File: config.mk
export PLATFORM = sky130hd
export DESIGN_NAME = gtc_queue
export DESIGN_NICKNAME = d
export VERILOG_FILES = /design/src/gtc_pkg.sv /design/src/gtc_queue.sv
export SDC_FILE = /design/constraint.sdc
export NUM_CORES = 1
export LEC_CHECK = 0
export BUFFER_PORTS_ARGS = -buffer_cell sky130_fd_sc_hd__buf_2
export CELL_PAD_IN_SITES_DETAIL_PLACEMENT = 0
export CELL_PAD_IN_SITES_GLOBAL_PLACEMENT = 1
export CORE_UTILIZATION = 39
export DETAILED_ROUTE_END_ITERATION = 8
export PLACE_DENSITY = 0.76
export SYNTH_ARGS = -nofsm -noshare
export SYNTH_HDL_FRONTEND = slang
export SYNTH_SLANG_ARGS = --single-unit
File: constraint.sdc
create_clock -name clk -period 2.75 [get_ports clk]
set_clock_uncertainty 0.05 [all_clocks]
set_input_delay 0.55 -clock clk [delete_from_list [all_inputs] [get_ports clk]]
set_output_delay 0.55 -clock clk [all_outputs]
set_load 0.02 [all_outputs]
File: src/gtc_pkg.sv
// ----------------------------------------------------------------------------
// gtc_pkg
// Shared types and helpers for the grouped transposed convolution plane.
// ----------------------------------------------------------------------------
package gtc_pkg;

  // operation codes, matching the func field
  typedef enum logic [1:0] {
    OP_WLOAD = 2'd0,
    OP_PLANE = 2'd1,
    OP_PIXEL = 2'd2,
    OP_READ  = 2'd3
  } op_t;

  // configuration register indexes
  localparam logic [2:0] REG_KERNEL_W = 3'd0;
  localparam logic [2:0] REG_KERNEL_H = 3'd1;
  localparam logic [2:0] REG_STRIDE_X = 3'd2;
  localparam logic [2:0] REG_STRIDE_Y = 3'd3;
  localparam logic [2:0] REG_DIL_X    = 3'd4;
  localparam logic [2:0] REG_DIL_Y    = 3'd5;

  // one queued command beat
  typedef struct packed {
    op_t                op;
    logic signed [15:0] data_value;
    logic [6:0]         row;
    logic [6:0]         col;
    logic [3:0]         channel;
    logic [5:0]         tap;
  } item_t;

  // raw configuration registers
  typedef struct packed {
    logic [3:0] kernel_width;
    logic [3:0] kernel_height;
    logic [2:0] stride_x;
    logic [2:0] stride_y;
    logic [2:0] dilation_x;
    logic [2:0] dilation_y;
  } cfg_t;

  // back end sequencer states
  typedef enum logic [2:0] {
    BK_IDLE,
    BK_FILL,
    BK_SCAT,
    BK_DRAIN,
    BK_RDWAIT
  } bk_state_t;

  // kernel size limited to 1..8
  function automatic logic [3:0] clamp_kern(input logic [3:0] v);
    if (v == 4'd0) return 4'd1;
    if (v > 4'd8) return 4'd8;
    return v;
  endfunction

  // stride or dilation limited to 1..4
  function automatic logic [2:0] clamp_step(input logic [2:0] v);
    if (v == 3'd0) return 3'd1;
    if (v > 3'd4) return 3'd4;
    return v;
  endfunction

endpackage

File: src/gtc_queue.sv
// ----------------------------------------------------------------------------
// gtc_queue
// Two-entry command queue between the front and the back end.
// ----------------------------------------------------------------------------
module gtc_queue (
  input  logic           clk,
  input  logic           rst_n,
  input  logic           push,
  input  gtc_pkg::item_t push_item,
  input  logic           pop,
  output gtc_pkg::item_t head,
  output logic           empty,
  output logic           full
);
  import gtc_pkg::*;

  item_t      slot_r [2];
  logic       wp_r;
  logic       rp_r;
  logic [1:0] cnt_r;

  assign empty = (cnt_r == 2'd0);
  assign full  = (cnt_r == 2'd2);
  assign head  = slot_r[rp_r];

  // pointers and fill count
  always_ff @(posedge clk) begin
    if (!rst_n) begin
      wp_r  <= 1'b0;
      rp_r  <= 1'b0;
      cnt_r <= 2'd0;
    end else begin
      if (push) wp_r <= !wp_r;
      if (pop) rp_r <= !rp_r;
      if (push && !pop) cnt_r <= cnt_r + 2'd1;
      else if (pop && !push) cnt_r <= cnt_r - 2'd1;
    end
  end

  // storage
  always_ff @(posedge clk) begin
    if (push) slot_r[wp_r] <= push_item;
  end

endmodule

==> results of run 1 <==
[kinds of logic after synthesis]
logic type                 Yosys count
and+or+nand+nor                      9
muxes                               42
buffers and inverters                6
AOI/OAI and AO/OA                    3
DFF                                 89
adders and majority gates            1
xor gates and xnor gates             3
[cell usage in the layout (no fill, tap or decap), drive strengths merged, types with 2 or more instances in the layout]
| cell | synthesis | final |
|---|---|---|
| and2 | 4 | 4 |
| xor2 | 2 | 2 |
| clkinv | 0 | 2 |
| clkbuf | 0 | 11 |
| bufinv | 0 | 2 |
| dfxtp | 5 | 5 |
| mux2 | 42 | 42 |
| buf | 5 | 92 |
| nor2b | 2 | 2 |
| edfxtp | 84 | 84 |
[sequential cells by signal, summed over array words and instances (netlist names), named ones only]
register  flops
slot_r       84
cnt_r         2
rp_r          1
wp_r          1
[through the flow]
stage                     area [sq um]  setup WS [ns]  utilization, %
after floorplan                   3250          0.592               -
after global placement            3840          0.822            48.7
after detailed placement          3840          0.804            48.7
after CTS                         4060          0.397            51.4
after global routing              4060          0.347            51.4
final                             4060          0.456            51.4
[worst max-delay path, stage by stage (launching register included)]
cell and delay, ns:
dfxtp_2 0.55, buf_12 0.25, mux2_2 0.37, buf_2 0.16
[worst paths after layout]
path         cells after the start       endpoint     startpoint
max                              3       head[33]           flop
min                              1  slot_r[1][31]  push_item[31]
max reg2reg                      2  slot_r[0][26]           wp_r
min reg2reg                      2       cnt_r[1]       cnt_r[1]
[area by class of cell]
class / instances / share of cell area, %
repair buffers: 92 / 12.2
inverters: 1 / 0.0925
flip-flops and latches: 89 / 64.7
clock inverters: 5 / 1.97
well taps: 102 / 3.15
clock buffers: 11 / 3.24
multi-input cells: 58 / 14.7
[power breakdown]
group	switching, uW	internal (uW)	total [uW]
Combinational	201	157	358
Clock	420	511	931
Sequential	25.3	1560	1590
Total	646	2230	2880
[metal layers]
| layer | track usage, % | up-vias | part of all wire (%) |
|---|---|---|---|
| met2 | 20.8 | 55 | 52 |
| li1 | - | 790 | - |
| met5 | 0 | - | 0 |
| met3 | 4.72 | 6 | 7.0 |
| met1 | 14.0 | 788 | 40 |
| met4 | 7.31 | 0 | 1.2 |
==> run_results.csv, run 1 <==
group,metric,value,unit
global_routing,grt_max_degree,43,
synthesis,yosys.area_share.adder,0.386,%
setup_path,endpoint_kind,"primary output",
global_routing,grt_use_total,12.6,%
routing,wl_per_cell,14.4,microns
setup_path,reg2reg_slack,1.30,ns
synthesis,async_flop_share,0,%
synthesis,yosysMostFrequentCell,"edfxtp_1",
synthesis,synth.area.mux_share,14.6,%
timing,max_freq,436,MHz
synthesis,synth_area,3240,sq um
global_routing,grt_antenna_before_repair,0,
floorplan,die_x,93.2,microns
synthesis,netlist.top_cell.by_area,"edfxtp_1",
routing,drtIter0Drc,47,
place,dp_hpwl,3.35,mm
clock_tree,cts_resized,0,
routing,drt-total-wl,5.16,mm
min_path,min_path_type,"input pin to flop",
setup_path,cp_max_fo,30,
finish,nets,298,
synthesis,synth-seq-cells,89,
synthesis,synth-main-ff-cell,"edfxtp_1",
synthesis,syn-instance-count,153,
synthesis,synth_top_family_by_area,"multiplexers",
timing,hold_violations,0,
power,p_total,2880,uW
synthesis,synth-xor-area-share,0.810,%
routing,drtAntennaViolNets,0,
power,p_leak,0.00153,uW
timing,fin_crit_sh,83.4,%
clock_tree,cts_root_buffer,"clkbuf_8",
timing,relSlewSlack,61.7,%
setup_path,critPathKind,"flop to primary output",
routing,drc,0,
finish,register_area,2620,sq um
synthesis,synth_compound_area_share,0.617,%
run,cap_viol_max_count,0,
timing,tns,0,ns
setup_path,worst_ep_arrival_time,1.69,ns
setup_path,critPathRequiredTime,2.15,ns
synthesis,synth_cell_type_count,17,
run_status,status,"finished, final reports clean",
clock_tree,cts_inserted_buffers,9,
floorplan,io_pins,90,
setup_path,worst_setup_path_start_kind,"flop",
clock_tree,ctsHoldBuffers,0,
timing,fin_crit,2.29,ns
timing,setup_viol,0,
floorplan,core_area,7890,sq um
timing,tightest_slew,0.575,ns
timing,slew_viol_final,0,
clock_tree,cts_buffer_depth,2,
clock_tree,clk_latency,0.34,ns
clock_tree,numClockSinks,89,
floorplan,die_y,93.2,microns
clock_tree,cts_tree,"done",
synthesis,synth-seq-area-share,80.8,%
finish,area_delta_synth_final,25.0,%
floorplan,die_area,8690,sq um
synthesis,synth_edf_count,84,
synthesis,ys_top_cells_by_area,"edfxtp_1 (78%), mux2_2 (15%), dfxtp_1 (3.1%)",
finish,diodes,0,
synthesis,syn_nets,200,
global_routing,grt_overflow,0,
synthesis,syn_area_per_cell,21.2,sq um
routing,drt_pass1_iterations,4,
synthesis,yosys_warnings,0,
clock_tree,postCtsSetupBuffers,0,
finish,multi_input_area,597,sq um
floorplan,initial_core_util,41.1,%
finish,fin_cells,358,
floorplan,rows,32,
global_routing,grt_pass1_vias,1660,
timing,fin_hold_ws,0.340,ns
place,place_inst,342,
timing,rsz0062_at_grt,"false",
global_routing,grt_pass1_wl,7.81,mm
power,p_per_area,709,nW/um^2
routing,via_per_inst,4.58,
synthesis,synth_top_cell_area_share,77.7,%
routing,num_vias,1639,
finish,layout-drive-gt1-share,59.0,%
power,ir_drop,351,uV
synthesis,synthTopCellsByCount,"edfxtp_1 (84), mux2_2 (42), dfxtp_1 (5)",
clock_tree,h-tree-depth,3,
place,gp_congestion,0.631,
place,portBuffers,89,
clock_tree,clk_pin_slew,0.08,ns
finish,n_fill_cell,662,
synthesis,synth-simple-area-share,1.74,%
Note: power is estimated with default switching activity, not from simulation.
==> run 2: changes to the inputs <==
--- a/config.mk
+++ b/config.mk
@@ -5,12 +5,13 @@
 export SDC_FILE = /design/constraint.sdc
 export NUM_CORES = 1
 export LEC_CHECK = 0
+export ABC_AREA = 1
 export BUFFER_PORTS_ARGS = -buffer_cell sky130_fd_sc_hd__buf_2
 export CELL_PAD_IN_SITES_DETAIL_PLACEMENT = 0
 export CELL_PAD_IN_SITES_GLOBAL_PLACEMENT = 1
-export CORE_UTILIZATION = 39
+export CORE_UTILIZATION = 40
 export DETAILED_ROUTE_END_ITERATION = 8
-export PLACE_DENSITY = 0.76
+export PLACE_DENSITY = 0.77
 export SYNTH_ARGS = -nofsm -noshare
 export SYNTH_HDL_FRONTEND = slang
 export SYNTH_SLANG_ARGS = --single-unit
==> constraint.sdc (replaced) <==
create_clock -name clk -period 2 [get_ports clk]
set_clock_uncertainty 0.05 [all_clocks]
set_input_delay 0.4 -clock clk [delete_from_list [all_inputs] [get_ports clk]]
set_output_delay 0.4 -clock clk [all_outputs]
set_load 0.02 [all_outputs]
==> run 2 against run 1 <==
Clock power up 17%. Cell count up 4.5%. Flip-flop and latch count unchanged. Worst hold slack worse by 0.14 ns. First-iteration DRC count down 4.3%. Total power up 31%. Combinational power up 41%. Design area up 3.5%. Synthesized area up 6.8%. Critical endpoint unchanged.
==> run_results.csv, run 2 <==
group,metric,value,unit
floorplan,core_area,8300,sq um
setup_path,reg2reg_slack,0.74,ns
setup_path,r2r_start,"wp_r",
place,portBuffers,89,
power,switching_share,22.3,%
floorplan,io_pins,90,
floorplan,rows,33,
power,seqPwrFrac,57.7,%
routing,drtIter0Drc,45,
synthesis,synth_area,3460,sq um
place,dpl-instance-area,4030,sq um
clock_tree,cts_buffer_depth,2,
finish,fin_cells,374,
min_path,hold_start,"push_item[13]",
clock_tree,clk_pin_slew,0.08,ns
run,cap_viol_max_count,0,
synthesis,syn-instance-count,166,
power,p_int,2930,uW
routing,drc,0,
clock_tree,cts_root_buffer,"clkbuf_8",
global_routing,grt_antenna_before_repair,0,
power,p_leak,0.00171,uW
power,pwr-share-clk,29.0,%
synthesis,synth-seq-area-share,75.7,%
global_routing,grt_max_degree,25,
setup_path,reg2reg_depth,3,
global_routing,grt_use_total,11.9,%
min_path,hold_end,"slot_r[0][13]",
clock_tree,clk_latency,0.33,ns
synthesis,synth_edf_count,84,
timing,max_freq,530,MHz
timing,rsz0062_at_grt,"false",
floorplan,die_area,9040,sq um
finish,largest_reg_flops,84,
clock_tree,ctsHoldBuffers,0,
timing,relSlewSlack,78.1,%
finish,layout-drive-gt1-share,56.9,%
setup_path,r2r_end,"slot_r[1][3]",
power,ir_drop,492,uV
synthesis,synth_top_cell_area_share,72.8,%
synthesis,syn_nets,213,
clock_tree,cts_tree,"done",
timing,fin_crit_sh,94.4,%
place,gp_congestion,0.692,
clock_tree,cts_resized,0,
timing,tightest_slew,0.329,ns
floorplan,die_x,95.1,microns
clock_tree,h-tree-depth,3,
synthesis,synth-seq-cells,89,
min_path,worstHoldPathCells,1,
timing,tns,0,ns
finish,diodes,0,
global_routing,grt_pass1_wl,7.68,mm
finish,register_area,2620,sq um
timing,setup_viol,0,
timing,fin_hold_ws,0.197,ns
finish,top_regs,"slot_r (84), cnt_r (2)",
finish,stdcell_area,4200,sq um
place,place_inst,361,
routing,drt_pass1_iterations,4,
synthesis,synth-main-ff-cell,"edfxtp_1",
synthesis,synth_cell_type_count,14,
setup_path,critPathKind,"flop to primary output",
timing,hold_violations,0,
synthesis,async_flop_share,0,%
routing,drt-total-wl,5.00,mm
power,p_per_area,898,nW/um^2
routing,via_per_inst,4.48,
timing,fin_crit,1.89,ns
global_routing,grt_overflow,0,
clock_tree,postCtsSetupBuffers,0,
routing,drtAntennaViolNets,0,
power,p_comb_share,13.3,%
finish,multi_input_area,728,sq um
clock_tree,numClockSinks,89,
finish,layout_common_cells,"buf_2 (89), edfxtp_1 (84), mux2_4 (40)",
synthesis,syn_area_per_cell,20.9,sq um
synthesis,yosys_warnings,0,
floorplan,initial_core_util,41.7,%
setup_path,critPathRequiredTime,1.55,ns
finish,mostFrequentLayoutCell,"buf_2",
setup_path,endpoint_kind,"primary output",
timing,slew_viol_final,0,
finish,area_delta_synth_final,21.2,%
routing,num_vias,1675,
power,switching_power,840,uW
min_path,min_path_type,"input pin to flop",
synthesis,synthTopCellsByCount,"edfxtp_1 (84), mux2_4 (40), nor2_1 (9)",
global_routing,grt_pass1_vias,1658,
setup_path,cp_max_fo,22,
finish,nets,314,
run_status,status,"finished, final reports clean",
clock_tree,cts_inserted_buffers,9,
synthesis,yosysMostFrequentCell,"edfxtp_1",
synthesis,ys_top_cells_by_area,"edfxtp_1 (73%), mux2_4 (17%), dfxtp_1 (2.9%)",
floorplan,die_y,95.1,microns
synthesis,netlist.top_cell.by_area,"edfxtp_1",
setup_path,worst_ep_arrival_time,1.44,ns
setup_path,worst_setup_path_start_kind,"flop",
routing,wl_per_cell,13.4,microns
place,dp_hpwl,3.46,mm
finish,n_fill_cell,699,
finish,regMostFlops,"slot_r",
run 2: cell count changes after synthesis, sizes merged, moves of 2 or more:
cell and change:
nor2 +8, nand2 +8, and2 -4, xor2 -2, inv +7, nor2b -2
run 2: worst max-delay path: stages, from the launching register on:
cell     delay [ns]
dfxtp_2        0.38
buf_12         0.21
mux2_2         0.35
buf_2          0.16
run 2: per-stage QoR:
stage                     setup WS [ns]  util, %  power [uW]
final                             0.111     50.6        3770
after global routing             0.0478     50.6        3940
after CTS                        0.0722     50.6        3840
after detailed placement          0.451     48.5        2740
after global placement            0.470     48.5        2720
after floorplan                  0.0223        -        2570
run 2: power groups by stage:
stage	Clock (uW)	Sequential, uW	Combinational, uW
4_1_cts	1140	2180	515
2_1_floorplan	0	2210	360
3_5_place_dp	0	2220	513
5_1_grt	1200	2190	545
3_3_place_gp	0	2220	507
6_report	1090	2180	503
run 2: worst max-delay path by stage:
| stage | startpoint | end | slack (ns) | depth (start not counted) |
|---|---|---|---|---|
| CTS | flop | head[33] | 0.07 | 3 |
| floorplan | push | slot_r[0][0] | 0.02 | 2 |
| global route | flop | head[33] | 0.05 | 3 |
| detailed placement | flop | head[33] | 0.45 | 3 |
| global placement | flop | head[33] | 0.47 | 3 |
| finish | flop | head[33] | 0.11 | 3 |
run 2: cells by family after synthesis:
family,Yosys count,synth area share (%)
flops,89,75.7
mux,42,18.0
simple gates,19,2.17
buf+inv,13,3.50
compound gates,2,0.289
fa+ha+maj,1,0.361
run 2: area by class of cell:
type	instances	share of cell area, %
well taps	105	3.13
clock inverters	4	1.13
multi-input cells	64	17.3
repair buffers	95	12.3
clock buffers	9	2.95
inverters	8	0.715
flip-flops and latches	89	62.5
run 2: metal layers:
layer	vias up	track usage [%]	routed length (microns)
met3	10	3.27	272
met5	-	0	0
li1	821	-	-
met1	790	13.7	2100
met2	54	20.1	2520
met4	0	6.44	99
